$ cat src/hw/rtl/lsbse_pkg.sv
`default_nettype none

package lsbse_pkg;

    localparam int unsigned BYTE_W  = 8;
    localparam int unsigned CNT_W   = 4;
    localparam int unsigned BYTES_W = 26;
    localparam int unsigned CFG_IDX_W = 2;
    localparam int unsigned CFG_DATA_W = 26;

    localparam logic [CNT_W-1:0] BYTE_BITS = 4'd8;

    // Configuration register indexes
    localparam logic [CFG_IDX_W-1:0] REG_BPC   = 2'd0;
    localparam logic [CFG_IDX_W-1:0] REG_MODE  = 2'd1;
    localparam logic [CFG_IDX_W-1:0] REG_COUNT = 2'd2;

    localparam logic KIND_LOAD  = 1'b0;
    localparam logic KIND_COVER = 1'b1;

    localparam logic MODE_EMBED   = 1'b0;
    localparam logic MODE_EXTRACT = 1'b1;

    localparam logic [1:0] OT_STEGO   = 2'd0;
    localparam logic [1:0] OT_PAYLOAD = 2'd1;
    localparam logic [1:0] OT_REFUSED = 2'd2;

    typedef struct packed {
        logic              kind;
        logic [BYTE_W-1:0] payload_byte;
        logic [BYTE_W-1:0] cover_byte;
        logic              cover_last;
    } t_item;

    typedef struct packed {
        logic [BYTE_W-1:0] out_byte;
        logic [1:0]        out_type;
        logic              overflow;
    } t_result;

    typedef struct packed {
        logic [CNT_W-1:0]   bpc;
        logic               mode;
        logic [BYTES_W-1:0] byte_count;
    } t_cfg;

    // Low-bit mask of width n, n in 1..8
    function automatic logic [BYTE_W-1:0] f_low_mask(input logic [CNT_W-1:0] n);
        f_low_mask = 8'hFF >> (BYTE_BITS - n);
    endfunction

    function automatic logic [CNT_W-1:0] f_min(input logic [CNT_W-1:0] a,
                                               input logic [CNT_W-1:0] b);
        f_min = (a < b) ? a : b;
    endfunction

endpackage

`default_nettype wire

$ cat src/hw/rtl/lsbse_in_if.sv
`default_nettype none

interface lsbse_in_if;
    logic       valid;
    logic       ready;
    logic       kind;
    logic [7:0] payload_byte;
    logic [7:0] cover_byte;
    logic       cover_last;

    modport source (output valid, kind, payload_byte, cover_byte, cover_last,
                    input ready);
    modport sink   (input valid, kind, payload_byte, cover_byte, cover_last,
                    output ready);
endinterface

`default_nettype wire

$ cat src/hw/rtl/lsbse_out_if.sv
`default_nettype none

interface lsbse_out_if;
    logic       valid;
    logic       ready;
    logic [7:0] out_byte;
    logic [1:0] out_type;
    logic       overflow;

    modport source (output valid, out_byte, out_type, overflow, input ready);
    modport sink   (input valid, out_byte, out_type, overflow, output ready);
endinterface

`default_nettype wire

$ cat src/hw/rtl/lsbse_cfg.sv
`default_nettype none

module lsbse_cfg import lsbse_pkg::*; (
    input  wire logic                  i_clk,
    input  wire logic                  i_rst_n,
    input  wire logic                  i_cfg_we,
    input  wire logic [CFG_IDX_W-1:0]  i_cfg_idx,
    input  wire logic [CFG_DATA_W-1:0] i_cfg_wdata,
    output t_cfg                       o_cfg,
    output logic                       o_clear
);

    logic [CNT_W-1:0]   r_bpc;
    logic               r_mode;
    logic [BYTES_W-1:0] r_count;

    always_ff @(posedge i_clk) begin
        if (!i_rst_n) begin
            r_bpc   <= 4'd1;
            r_mode  <= MODE_EMBED;
            r_count <= '0;
        end else if (i_cfg_we) begin
            unique case (i_cfg_idx)
                REG_BPC:   r_bpc   <= i_cfg_wdata[CNT_W-1:0];
                REG_MODE:  r_mode  <= i_cfg_wdata[0];
                REG_COUNT: r_count <= i_cfg_wdata[BYTES_W-1:0];
                default: ;
            endcase
        end
    end

    // Any write to a defined register restarts the run
    assign o_clear = i_cfg_we && (i_cfg_idx == REG_BPC || i_cfg_idx == REG_MODE ||
                                  i_cfg_idx == REG_COUNT);

    always_comb begin
        o_cfg.mode       = r_mode;
        o_cfg.byte_count = r_count;
        if (r_bpc == 4'd0) begin
            o_cfg.bpc = 4'd1;
        end else if (r_bpc > BYTE_BITS) begin
            o_cfg.bpc = BYTE_BITS;
        end else begin
            o_cfg.bpc = r_bpc;
        end
    end

endmodule

`default_nettype wire

$ cat src/hw/rtl/lsbse_core.sv
`default_nettype none

module lsbse_core import lsbse_pkg::*; (
    input  wire logic  i_clk,
    input  wire logic  i_rst_n,
    input  wire t_cfg  i_cfg,
    input  wire logic  i_clear,
    input  wire logic  i_valid,
    input  wire logic  i_fire,
    input  wire t_item i_item,
    output logic       o_has_result,
    output t_result    o_result
);

    logic [BYTE_W-1:0]  r_pending, n_pending;
    logic [CNT_W-1:0]   r_bits_left, n_bits_left;
    logic [BYTE_W-1:0]  r_gathered, n_gathered;
    logic [CNT_W-1:0]   r_bits_gath, n_bits_gath;
    logic [BYTES_W-1:0] r_bytes_done, n_bytes_done;

    logic               count_open;
    logic [CNT_W-1:0]   emb_n;
    logic [BYTE_W-1:0]  emb_mask;
    logic [BYTE_W-1:0]  emb_chunk;
    logic [CNT_W-1:0]   emb_left;
    logic [BYTES_W-1:0] emb_done;
    logic [CNT_W-1:0]   ext_n;
    logic [BYTE_W-1:0]  ext_mask;
    logic [2*BYTE_W-1:0] ext_shift;
    logic [BYTE_W-1:0]  ext_byte;
    logic [CNT_W-1:0]   ext_cnt;

    assign count_open = r_bytes_done < i_cfg.byte_count;

    // Embed datapath
    assign emb_n     = f_min(r_bits_left, i_cfg.bpc);
    assign emb_mask  = f_low_mask(emb_n);
    assign emb_chunk = (r_pending >> (r_bits_left - emb_n)) & emb_mask;
    assign emb_left  = r_bits_left - emb_n;
    assign emb_done  = r_bytes_done + BYTES_W'(emb_left == '0 && count_open);

    // Extract datapath
    assign ext_n     = f_min(BYTE_BITS - r_bits_gath, i_cfg.bpc);
    assign ext_mask  = f_low_mask(ext_n);
    assign ext_shift = {{BYTE_W{1'b0}}, r_gathered} << ext_n;
    assign ext_byte  = ext_shift[BYTE_W-1:0] | (i_item.cover_byte & ext_mask);
    assign ext_cnt   = r_bits_gath + ext_n;

    always_comb begin
        n_pending    = r_pending;
        n_bits_left  = r_bits_left;
        n_gathered   = r_gathered;
        n_bits_gath  = r_bits_gath;
        n_bytes_done = r_bytes_done;
        o_has_result = 1'b0;
        o_result     = '{out_byte: '0, out_type: OT_STEGO, overflow: 1'b0};

        if (i_item.kind == KIND_LOAD) begin
            if (i_cfg.mode == MODE_EMBED && r_bits_left == '0 && count_open) begin
                n_pending   = i_item.payload_byte;
                n_bits_left = BYTE_BITS;
            end else begin
                o_has_result      = 1'b1;
                o_result.out_type = OT_REFUSED;
            end
        end else if (i_cfg.mode == MODE_EMBED) begin
            o_has_result      = 1'b1;
            o_result.out_type = OT_STEGO;
            if (r_bits_left != '0) begin
                o_result.out_byte = (i_item.cover_byte & ~emb_mask) | emb_chunk;
                n_bits_left       = emb_left;
                n_bytes_done      = emb_done;
                o_result.overflow = i_item.cover_last &&
                                    (emb_left != '0 || emb_done < i_cfg.byte_count);
            end else begin
                o_result.out_byte = i_item.cover_byte;
                o_result.overflow = i_item.cover_last && count_open;
            end
        end else if (count_open) begin
            n_gathered  = ext_byte;
            n_bits_gath = ext_cnt;
            if (ext_cnt >= BYTE_BITS || i_item.cover_last) begin
                o_has_result      = 1'b1;
                o_result.out_type = OT_PAYLOAD;
                o_result.out_byte = ext_byte;
                n_bytes_done      = r_bytes_done + BYTES_W'(1);
                n_gathered        = '0;
                n_bits_gath       = '0;
            end
        end

        // Last cover byte ends the run
        if (i_item.kind == KIND_COVER && i_item.cover_last) begin
            n_pending    = '0;
            n_bits_left  = '0;
            n_gathered   = '0;
            n_bits_gath  = '0;
            n_bytes_done = '0;
        end

        if (!i_valid) begin
            o_has_result = 1'b0;
        end
    end

    always_ff @(posedge i_clk) begin
        if (!i_rst_n || i_clear) begin
            r_pending    <= '0;
            r_bits_left  <= '0;
            r_gathered   <= '0;
            r_bits_gath  <= '0;
            r_bytes_done <= '0;
        end else if (i_fire) begin
            r_pending    <= n_pending;
            r_bits_left  <= n_bits_left;
            r_gathered   <= n_gathered;
            r_bits_gath  <= n_bits_gath;
            r_bytes_done <= n_bytes_done;
        end
    end

endmodule

`default_nettype wire

$ cat src/hw/rtl/lsbse_out_reg.sv
`default_nettype none

module lsbse_out_reg import lsbse_pkg::*; (
    input  wire logic    i_clk,
    input  wire logic    i_rst_n,
    input  wire logic    i_load,
    input  wire t_result i_result,
    output logic         o_free,
    lsbse_out_if.source  o_out
);

    logic    r_valid;
    t_result r_result;

    // Free when empty or the held beat leaves this cycle
    assign o_free = !r_valid || o_out.ready;

    always_ff @(posedge i_clk) begin
        if (!i_rst_n) begin
            r_valid <= 1'b0;
        end else if (i_load) begin
            r_valid <= 1'b1;
        end else if (o_out.ready) begin
            r_valid <= 1'b0;
        end
    end

    always_ff @(posedge i_clk) begin
        if (i_load) begin
            r_result <= i_result;
        end
    end

    assign o_out.valid    = r_valid;
    assign o_out.out_byte = r_result.out_byte;
    assign o_out.out_type = r_result.out_type;
    assign o_out.overflow = r_result.overflow;

endmodule

`default_nettype wire

$ cat src/hw/rtl/lsb_stego_embed_extract.sv
`default_nettype none

// LSB steganography stream block. Each input beat is either a payload byte to
// load (embed mode) or a cover byte; cover bytes come back as stego bytes in
// embed mode, or feed recovered payload bytes in extract mode, using the low
// bits_per_channel bits of each cover byte, most significant chunk first.
// One beat is taken every clock cycle while the receiver keeps up; a beat
// passes an input register and then the result register, which presents its
// result on the output. The run state is read and updated in the one step
// between the two registers, which is what sets the one-per-cycle figure.
// Write configuration only while the block is idle; any write to a defined
// register restarts the run, as does a cover byte marked last.
module lsb_stego_embed_extract import lsbse_pkg::*; (
    input  wire logic                  i_clk,
    input  wire logic                  i_rst_n,
    input  wire logic                  i_cfg_we,
    input  wire logic [CFG_IDX_W-1:0]  i_cfg_idx,
    input  wire logic [CFG_DATA_W-1:0] i_cfg_wdata,
    lsbse_in_if.sink                   i_in,
    lsbse_out_if.source                o_out
);

    t_cfg    cfg;
    logic    cfg_clear;
    logic    r_in_valid;
    t_item   r_item;
    logic    has_result;
    t_result result;
    logic    out_free;
    logic    advance;

    lsbse_cfg u_cfg (
        .i_clk       (i_clk),
        .i_rst_n     (i_rst_n),
        .i_cfg_we    (i_cfg_we),
        .i_cfg_idx   (i_cfg_idx),
        .i_cfg_wdata (i_cfg_wdata),
        .o_cfg       (cfg),
        .o_clear     (cfg_clear)
    );

    // Hold the registered beat only if it makes a result and the output register is not free
    assign advance    = r_in_valid && (!has_result || out_free);
    assign i_in.ready = !r_in_valid || advance;

    always_ff @(posedge i_clk) begin
        if (!i_rst_n) begin
            r_in_valid <= 1'b0;
        end else if (i_in.ready) begin
            r_in_valid <= i_in.valid;
        end
    end

    always_ff @(posedge i_clk) begin
        if (i_in.ready && i_in.valid) begin
            r_item.kind         <= i_in.kind;
            r_item.payload_byte <= i_in.payload_byte;
            r_item.cover_byte   <= i_in.cover_byte;
            r_item.cover_last   <= i_in.cover_last;
        end
    end

    lsbse_core u_core (
        .i_clk        (i_clk),
        .i_rst_n      (i_rst_n),
        .i_cfg        (cfg),
        .i_clear      (cfg_clear),
        .i_valid      (r_in_valid),
        .i_fire       (advance),
        .i_item       (r_item),
        .o_has_result (has_result),
        .o_result     (result)
    );

    lsbse_out_reg u_out_reg (
        .i_clk    (i_clk),
        .i_rst_n  (i_rst_n),
        .i_load   (advance && has_result),
        .i_result (result),
        .o_free   (out_free),
        .o_out    (o_out)
    );

endmodule

`default_nettype wire
$ cat src/flat_wrapper.sv
// flat-port wrapper written by rule: the top's interface ports become plain ports
module lsb_stego_embed_extract_flat import lsbse_pkg::*;
  (i_clk, i_rst_n, i_cfg_we, i_cfg_idx, i_cfg_wdata, i_in_valid, i_in_kind, i_in_payload_byte, i_in_cover_byte, i_in_cover_last, i_in_ready, o_out_valid, o_out_out_byte, o_out_out_type, o_out_overflow, o_out_ready);
  lsbse_in_if i_in_i ();
  lsbse_out_if o_out_i ();
  input  wire logic i_clk;
  input  wire logic i_rst_n;
  input  wire logic i_cfg_we;
  input  wire logic [CFG_IDX_W-1:0] i_cfg_idx;
  input  wire logic [CFG_DATA_W-1:0] i_cfg_wdata;
  input wire logic [$bits(i_in_i.valid)-1:0] i_in_valid;
  input wire logic [$bits(i_in_i.kind)-1:0] i_in_kind;
  input wire logic [$bits(i_in_i.payload_byte)-1:0] i_in_payload_byte;
  input wire logic [$bits(i_in_i.cover_byte)-1:0] i_in_cover_byte;
  input wire logic [$bits(i_in_i.cover_last)-1:0] i_in_cover_last;
  output wire logic [$bits(i_in_i.ready)-1:0] i_in_ready;
  output wire logic [$bits(o_out_i.valid)-1:0] o_out_valid;
  output wire logic [$bits(o_out_i.out_byte)-1:0] o_out_out_byte;
  output wire logic [$bits(o_out_i.out_type)-1:0] o_out_out_type;
  output wire logic [$bits(o_out_i.overflow)-1:0] o_out_overflow;
  input wire logic [$bits(o_out_i.ready)-1:0] o_out_ready;
  assign i_in_i.valid = i_in_valid;
  assign i_in_i.kind = i_in_kind;
  assign i_in_i.payload_byte = i_in_payload_byte;
  assign i_in_i.cover_byte = i_in_cover_byte;
  assign i_in_i.cover_last = i_in_cover_last;
  assign i_in_ready = i_in_i.ready;
  assign o_out_valid = o_out_i.valid;
  assign o_out_out_byte = o_out_i.out_byte;
  assign o_out_out_type = o_out_i.out_type;
  assign o_out_overflow = o_out_i.overflow;
  assign o_out_i.ready = o_out_ready;
  lsb_stego_embed_extract u_core (.i_clk(i_clk), .i_rst_n(i_rst_n), .i_cfg_we(i_cfg_we), .i_cfg_idx(i_cfg_idx), .i_cfg_wdata(i_cfg_wdata), .i_in(i_in_i), .o_out(o_out_i));
endmodule
$ cat config.mk
export PLATFORM = sky130hd
export DESIGN_NAME = lsb_stego_embed_extract_flat
export DESIGN_NICKNAME = d
export VERILOG_FILES = /design/src/hw/rtl/lsbse_pkg.sv /design/src/hw/rtl/lsbse_in_if.sv /design/src/hw/rtl/lsbse_out_if.sv /design/src/hw/rtl/lsbse_cfg.sv /design/src/hw/rtl/lsbse_core.sv /design/src/hw/rtl/lsbse_out_reg.sv /design/src/hw/rtl/lsb_stego_embed_extract.sv /design/src/flat_wrapper.sv
export SDC_FILE = /design/constraint.sdc
export NUM_CORES = 1
export LEC_CHECK = 0
export BUFFER_PORTS_ARGS = -buffer_cell sky130_fd_sc_hd__buf_2
export CORE_ASPECT_RATIO = 1.4
export CORE_UTILIZATION = 55
export DETAILED_ROUTE_END_ITERATION = 6
export GPL_ROUTABILITY_DRIVEN = 0
export MAX_ROUTING_LAYER = met4
export PLACE_DENSITY = 0.81
export SYNTH_ARGS = -nofsm -noshare
export SYNTH_HDL_FRONTEND = slang
export SYNTH_SLANG_ARGS = --single-unit
$ cat constraint.sdc
create_clock -name i_clk -period 5.78 [get_ports i_clk]
set_input_delay 0.867 -clock i_clk [delete_from_list [all_inputs] [get_ports i_clk]]
set_output_delay 0.867 -clock i_clk [all_outputs]
set_load 0.01 [all_outputs]
==> impl_metrics.ini <==
[outcome]
status = completed

[floorplan]
die_h_um = 143.8
design.die.area_um2 = 14850
row_count = 51
core_um2 = 13970
dieWidth_um = 103.3
start_util = 0.5650
ioPinCount = 64

[worst_setup_path]
path_max_fanout = 5
critPathCaptureType = flop
cp.required_ns = 5.98
crit_type = reg -> reg
arrival_ns = 5.81
crit_path_start_kind = flop

[timing]
fin_skew_ns = 0.007114
worst_pin_slew_ns = 0.9590
setup_viol = 0
finalHoldViolations = 0
drv_slew = 0
fmax_mhz = 178.3
fin_ws_ns = 0.1709
fin_crit_ns = 5.609
period_share = 0.9704
slew_headroom = 0.3587

[detailed_routing]
wire_per_inst_um = 16.91
drtAntennaViolNets = 0
finalWirelength_um = 20310
dr.pass1.iters = 5
vias = 7254
drt-vias-per-instance = 6.040
drt-initial-drc-count = 412
drc = 0

[clocking]
root_buffer = clkbuf_16
clock-sinks = 112
hold_buffers = 0
cts_buffers = 9
clock_latency_ns = 0.37
cts_tree = done
clock_path_buffers = 2
htree_levels = 3
clk_pin_slew_ns = 0.07

[logic_synthesis]
synth.net_count = 1076
synth_edf_count = 29
synthesis.area_um2 = 7896
ys_seq_elements = 112
ys_seq_area_frac = 0.3207
synth_ff_type = dfxtp_1
yosys_warnings = 0
synthTopCellsByArea = dfxtp_1 (21%), ha_1 (12%), edfxtp_1 (11%)
synth.distinct_cells = 75
syn_inst = 948
syn_avg_cell_area_um2 = 8.329
yosysTopAreaCellShare = 0.2104
async_flop_share = 0
synth_area_leader_cell = dfxtp_1

[grt]
grtUsageTotal = 0.2972
antenna_found_initial = 0
grt_max_degree = 39
grt_pass1_wl_um = 33110
grt_pass1_vias = 6998
grt_overflow = 0

[placement]
io_buffers = 63
pre_cts_ws_ns = -0.08546
dpl.hpwl_um = 15050

[final_layout]
nets = 1139
drive_gt1_frac = 0.1752
diodes = 0
fill_cells = 1165
multi_input_area_um2 = 5135
fin_util = 0.6434
register_area_um2 = 2539
area_delta_synth_final_pct = 13.86

[power]
ir_worst_vdd_v = 0.0001381
power_leakage_uw = 0.003480
p_per_area_nw_per_um2 = 196.8

[min_path]
hold_path_class = reg -> reg

[run]
cap_violations = 0
==> cell usage in the layout, fill, tap and decap left out, types with 10 or more instances in the layout <==
master / instances
buf_4: 36
o21ai_0: 41
a21oi_1: 59
nand3_1: 28
dfxtp_1: 80
a21boi_0: 29
nand2_1: 143
nor3_1: 29
inv_1: 56
nor2_1: 48
xor2_1: 15
edfxtp_1: 29
nand4_1: 13
xnor2_1: 17
a21o_1: 12
buf_2: 63
o211ai_1: 16
ha_1: 71
mux2i_1: 10
==> metrics by stage <==
stage	std cells	total power (uW)	setup TNS (ns)	area, um^2	hold slack [ns]
CTS	1197	1757	0	8876	0.4596
finish	1201	1770	0	8991	0.4604
global route	1201	1837	-0.05297	8991	0.4834
detailed placement	1180	1152	-0.08546	8579	0.4512
floorplan	948	1058	0	8023	0.4272
global placement	1180	1147	0	8579	0.4401
==> final timing paths <==
kind	startpoint	end	slack [ns]	cells past startpoint
min	u_core.u_cfg.r_count[24]	u_core.u_cfg.r_count[24]	0.46	2
max	u_core.u_cfg.r_bpc[3]	u_core.u_out_reg.o_out.overflow	0.17	26
min reg2reg	u_core.u_cfg.r_count[24]	u_core.u_cfg.r_count[24]	0.46	2
max reg2reg	u_core.u_cfg.r_bpc[3]	u_core.u_out_reg.o_out.overflow	0.17	26
==> cell type report <==
type | instances | share of cell area
Multi-Input combinational cell | 731 | 0.5711
Sequential cell | 112 | 0.2824
Timing Repair Buffer | 99 | 0.06513
Clock buffer | 10 | 0.02658
Tap cell | 185 | 0.02574
Inverter | 58 | 0.02421
Clock inverter | 6 | 0.004871
==> report_power, final <==
group | switching [uW] | leakage (uW) | internal, uW
combinational | 185 | 0.00239 | 128
sequential | 16.4 | 0.000952 | 828
clock | 306 | 0.000134 | 306
total | 507 | 0.00348 | 1260
==> flip-flops by register name (all words and copies together), names as in the netlist <==
signal,count
u_core.u_out_reg.o_out.out_byte,8
u_core.u_core.r_gathered,8
u_core.u_core.r_bytes_done,26
u_core.u_out_reg.o_out.valid,1
u_core.u_cfg.r_mode,1
u_core.r_item,18
u_core.r_in_valid,1
u_core.u_cfg.r_count,26
u_core.u_out_reg.o_out.out_type,2
u_core.u_core.r_pending,8
u_core.u_cfg.r_bpc,4
u_core.u_out_reg.o_out.overflow,1
u_core.u_core.r_bits_gath,4
u_core.u_core.r_bits_left,4
==> cells in the mapped netlist, types with 4 or more instances <==
master     count
mux2i_1       10
nand3_1       31
and3_1         6
mux2_2         8
a211oi_1       6
edfxtp_1      29
o2bb2ai_1      7
o41ai_1        9
or3b_2         6
o211ai_1      16
nor4_1         9
nand2_1      144
a21o_1        12
or2_2          4
a22o_1         4
or3_1         10
nor2b_1        8
dfxtp_1       83
o21ai_0       42
nor2_1        53
xor2_1        15
or4_1          5
nand4_1       13
inv_1         57
xnor2_1       17
o22ai_1        6
o211a_1        4
a21oi_1       63
a32o_1         6
and2_1         7
ha_1          75
o31ai_1        8
nand2b_1       9
clkbuf_1      38
a31oi_1        8
a21boi_0      29
nor3_1        30
nor3b_1        5
==> repair_timing <==
action,CTS,global route
setup buffers,1,4
pin swaps,0,16
endpoints found under the setup margin,1,1
endpoints found under the hold margin,0,0
gates resized for setup,2,22
==> critical path: stages, from the launching register on <==
cell and delay [ns]:
dfxtp_4 0.37, nor2b_4 0.11, inv_1 0.06, ha_1 0.17, or3_4 0.34, o21ai_4 0.18
mux2_4 0.35, ha_4 0.17, fa_2 0.54, nand2_1 0.06, or3_4 0.39, nor2_4 0.13
ha_4 0.17, ha_4 0.14, nand4_1 0.25, nor2_2 0.26, nand3_2 0.12, nor2_2 0.12
xnor2_1 0.14, ha_1 0.29, a21o_1 0.20, a21oi_2 0.14, o21ai_0 0.11, a21o_1 0.17
a21oi_2 0.16, o31ai_4 0.10, a221oi_2 0.20
==> cells by family (layout without fill, tap and decap cells) <==
logic type               Yosys count  in the layout  share of synthesized area
AND/OR/NAND/NOR                  352            352                     0.2144
AO/OA/AOI/OAI                    250            250                     0.2217
flip-flops                       112            112                     0.3207
buffers and inverters            105            173                    0.05403
adder cells (fa/ha/maj)           77             77                     0.1239
XOR/XNOR                          32             32                    0.03549
multiplexers                      20             20                    0.02979
==> metal layers <==
| layer | GRT usage | vias to the layer above | part of all wire |
|---|---|---|---|
| li1 | - | 3571 | - |
| met1 | 0.3072 | 3355 | 0.39 |
| met2 | 0.5179 | 231 | 0.51 |
| met3 | 0.04961 | 97 | 0.044 |
| met4 | 0.1838 | 0 | 0.057 |
| met5 | - | - | 0 |
Note: power is estimated with default switching activity, not from simulation.
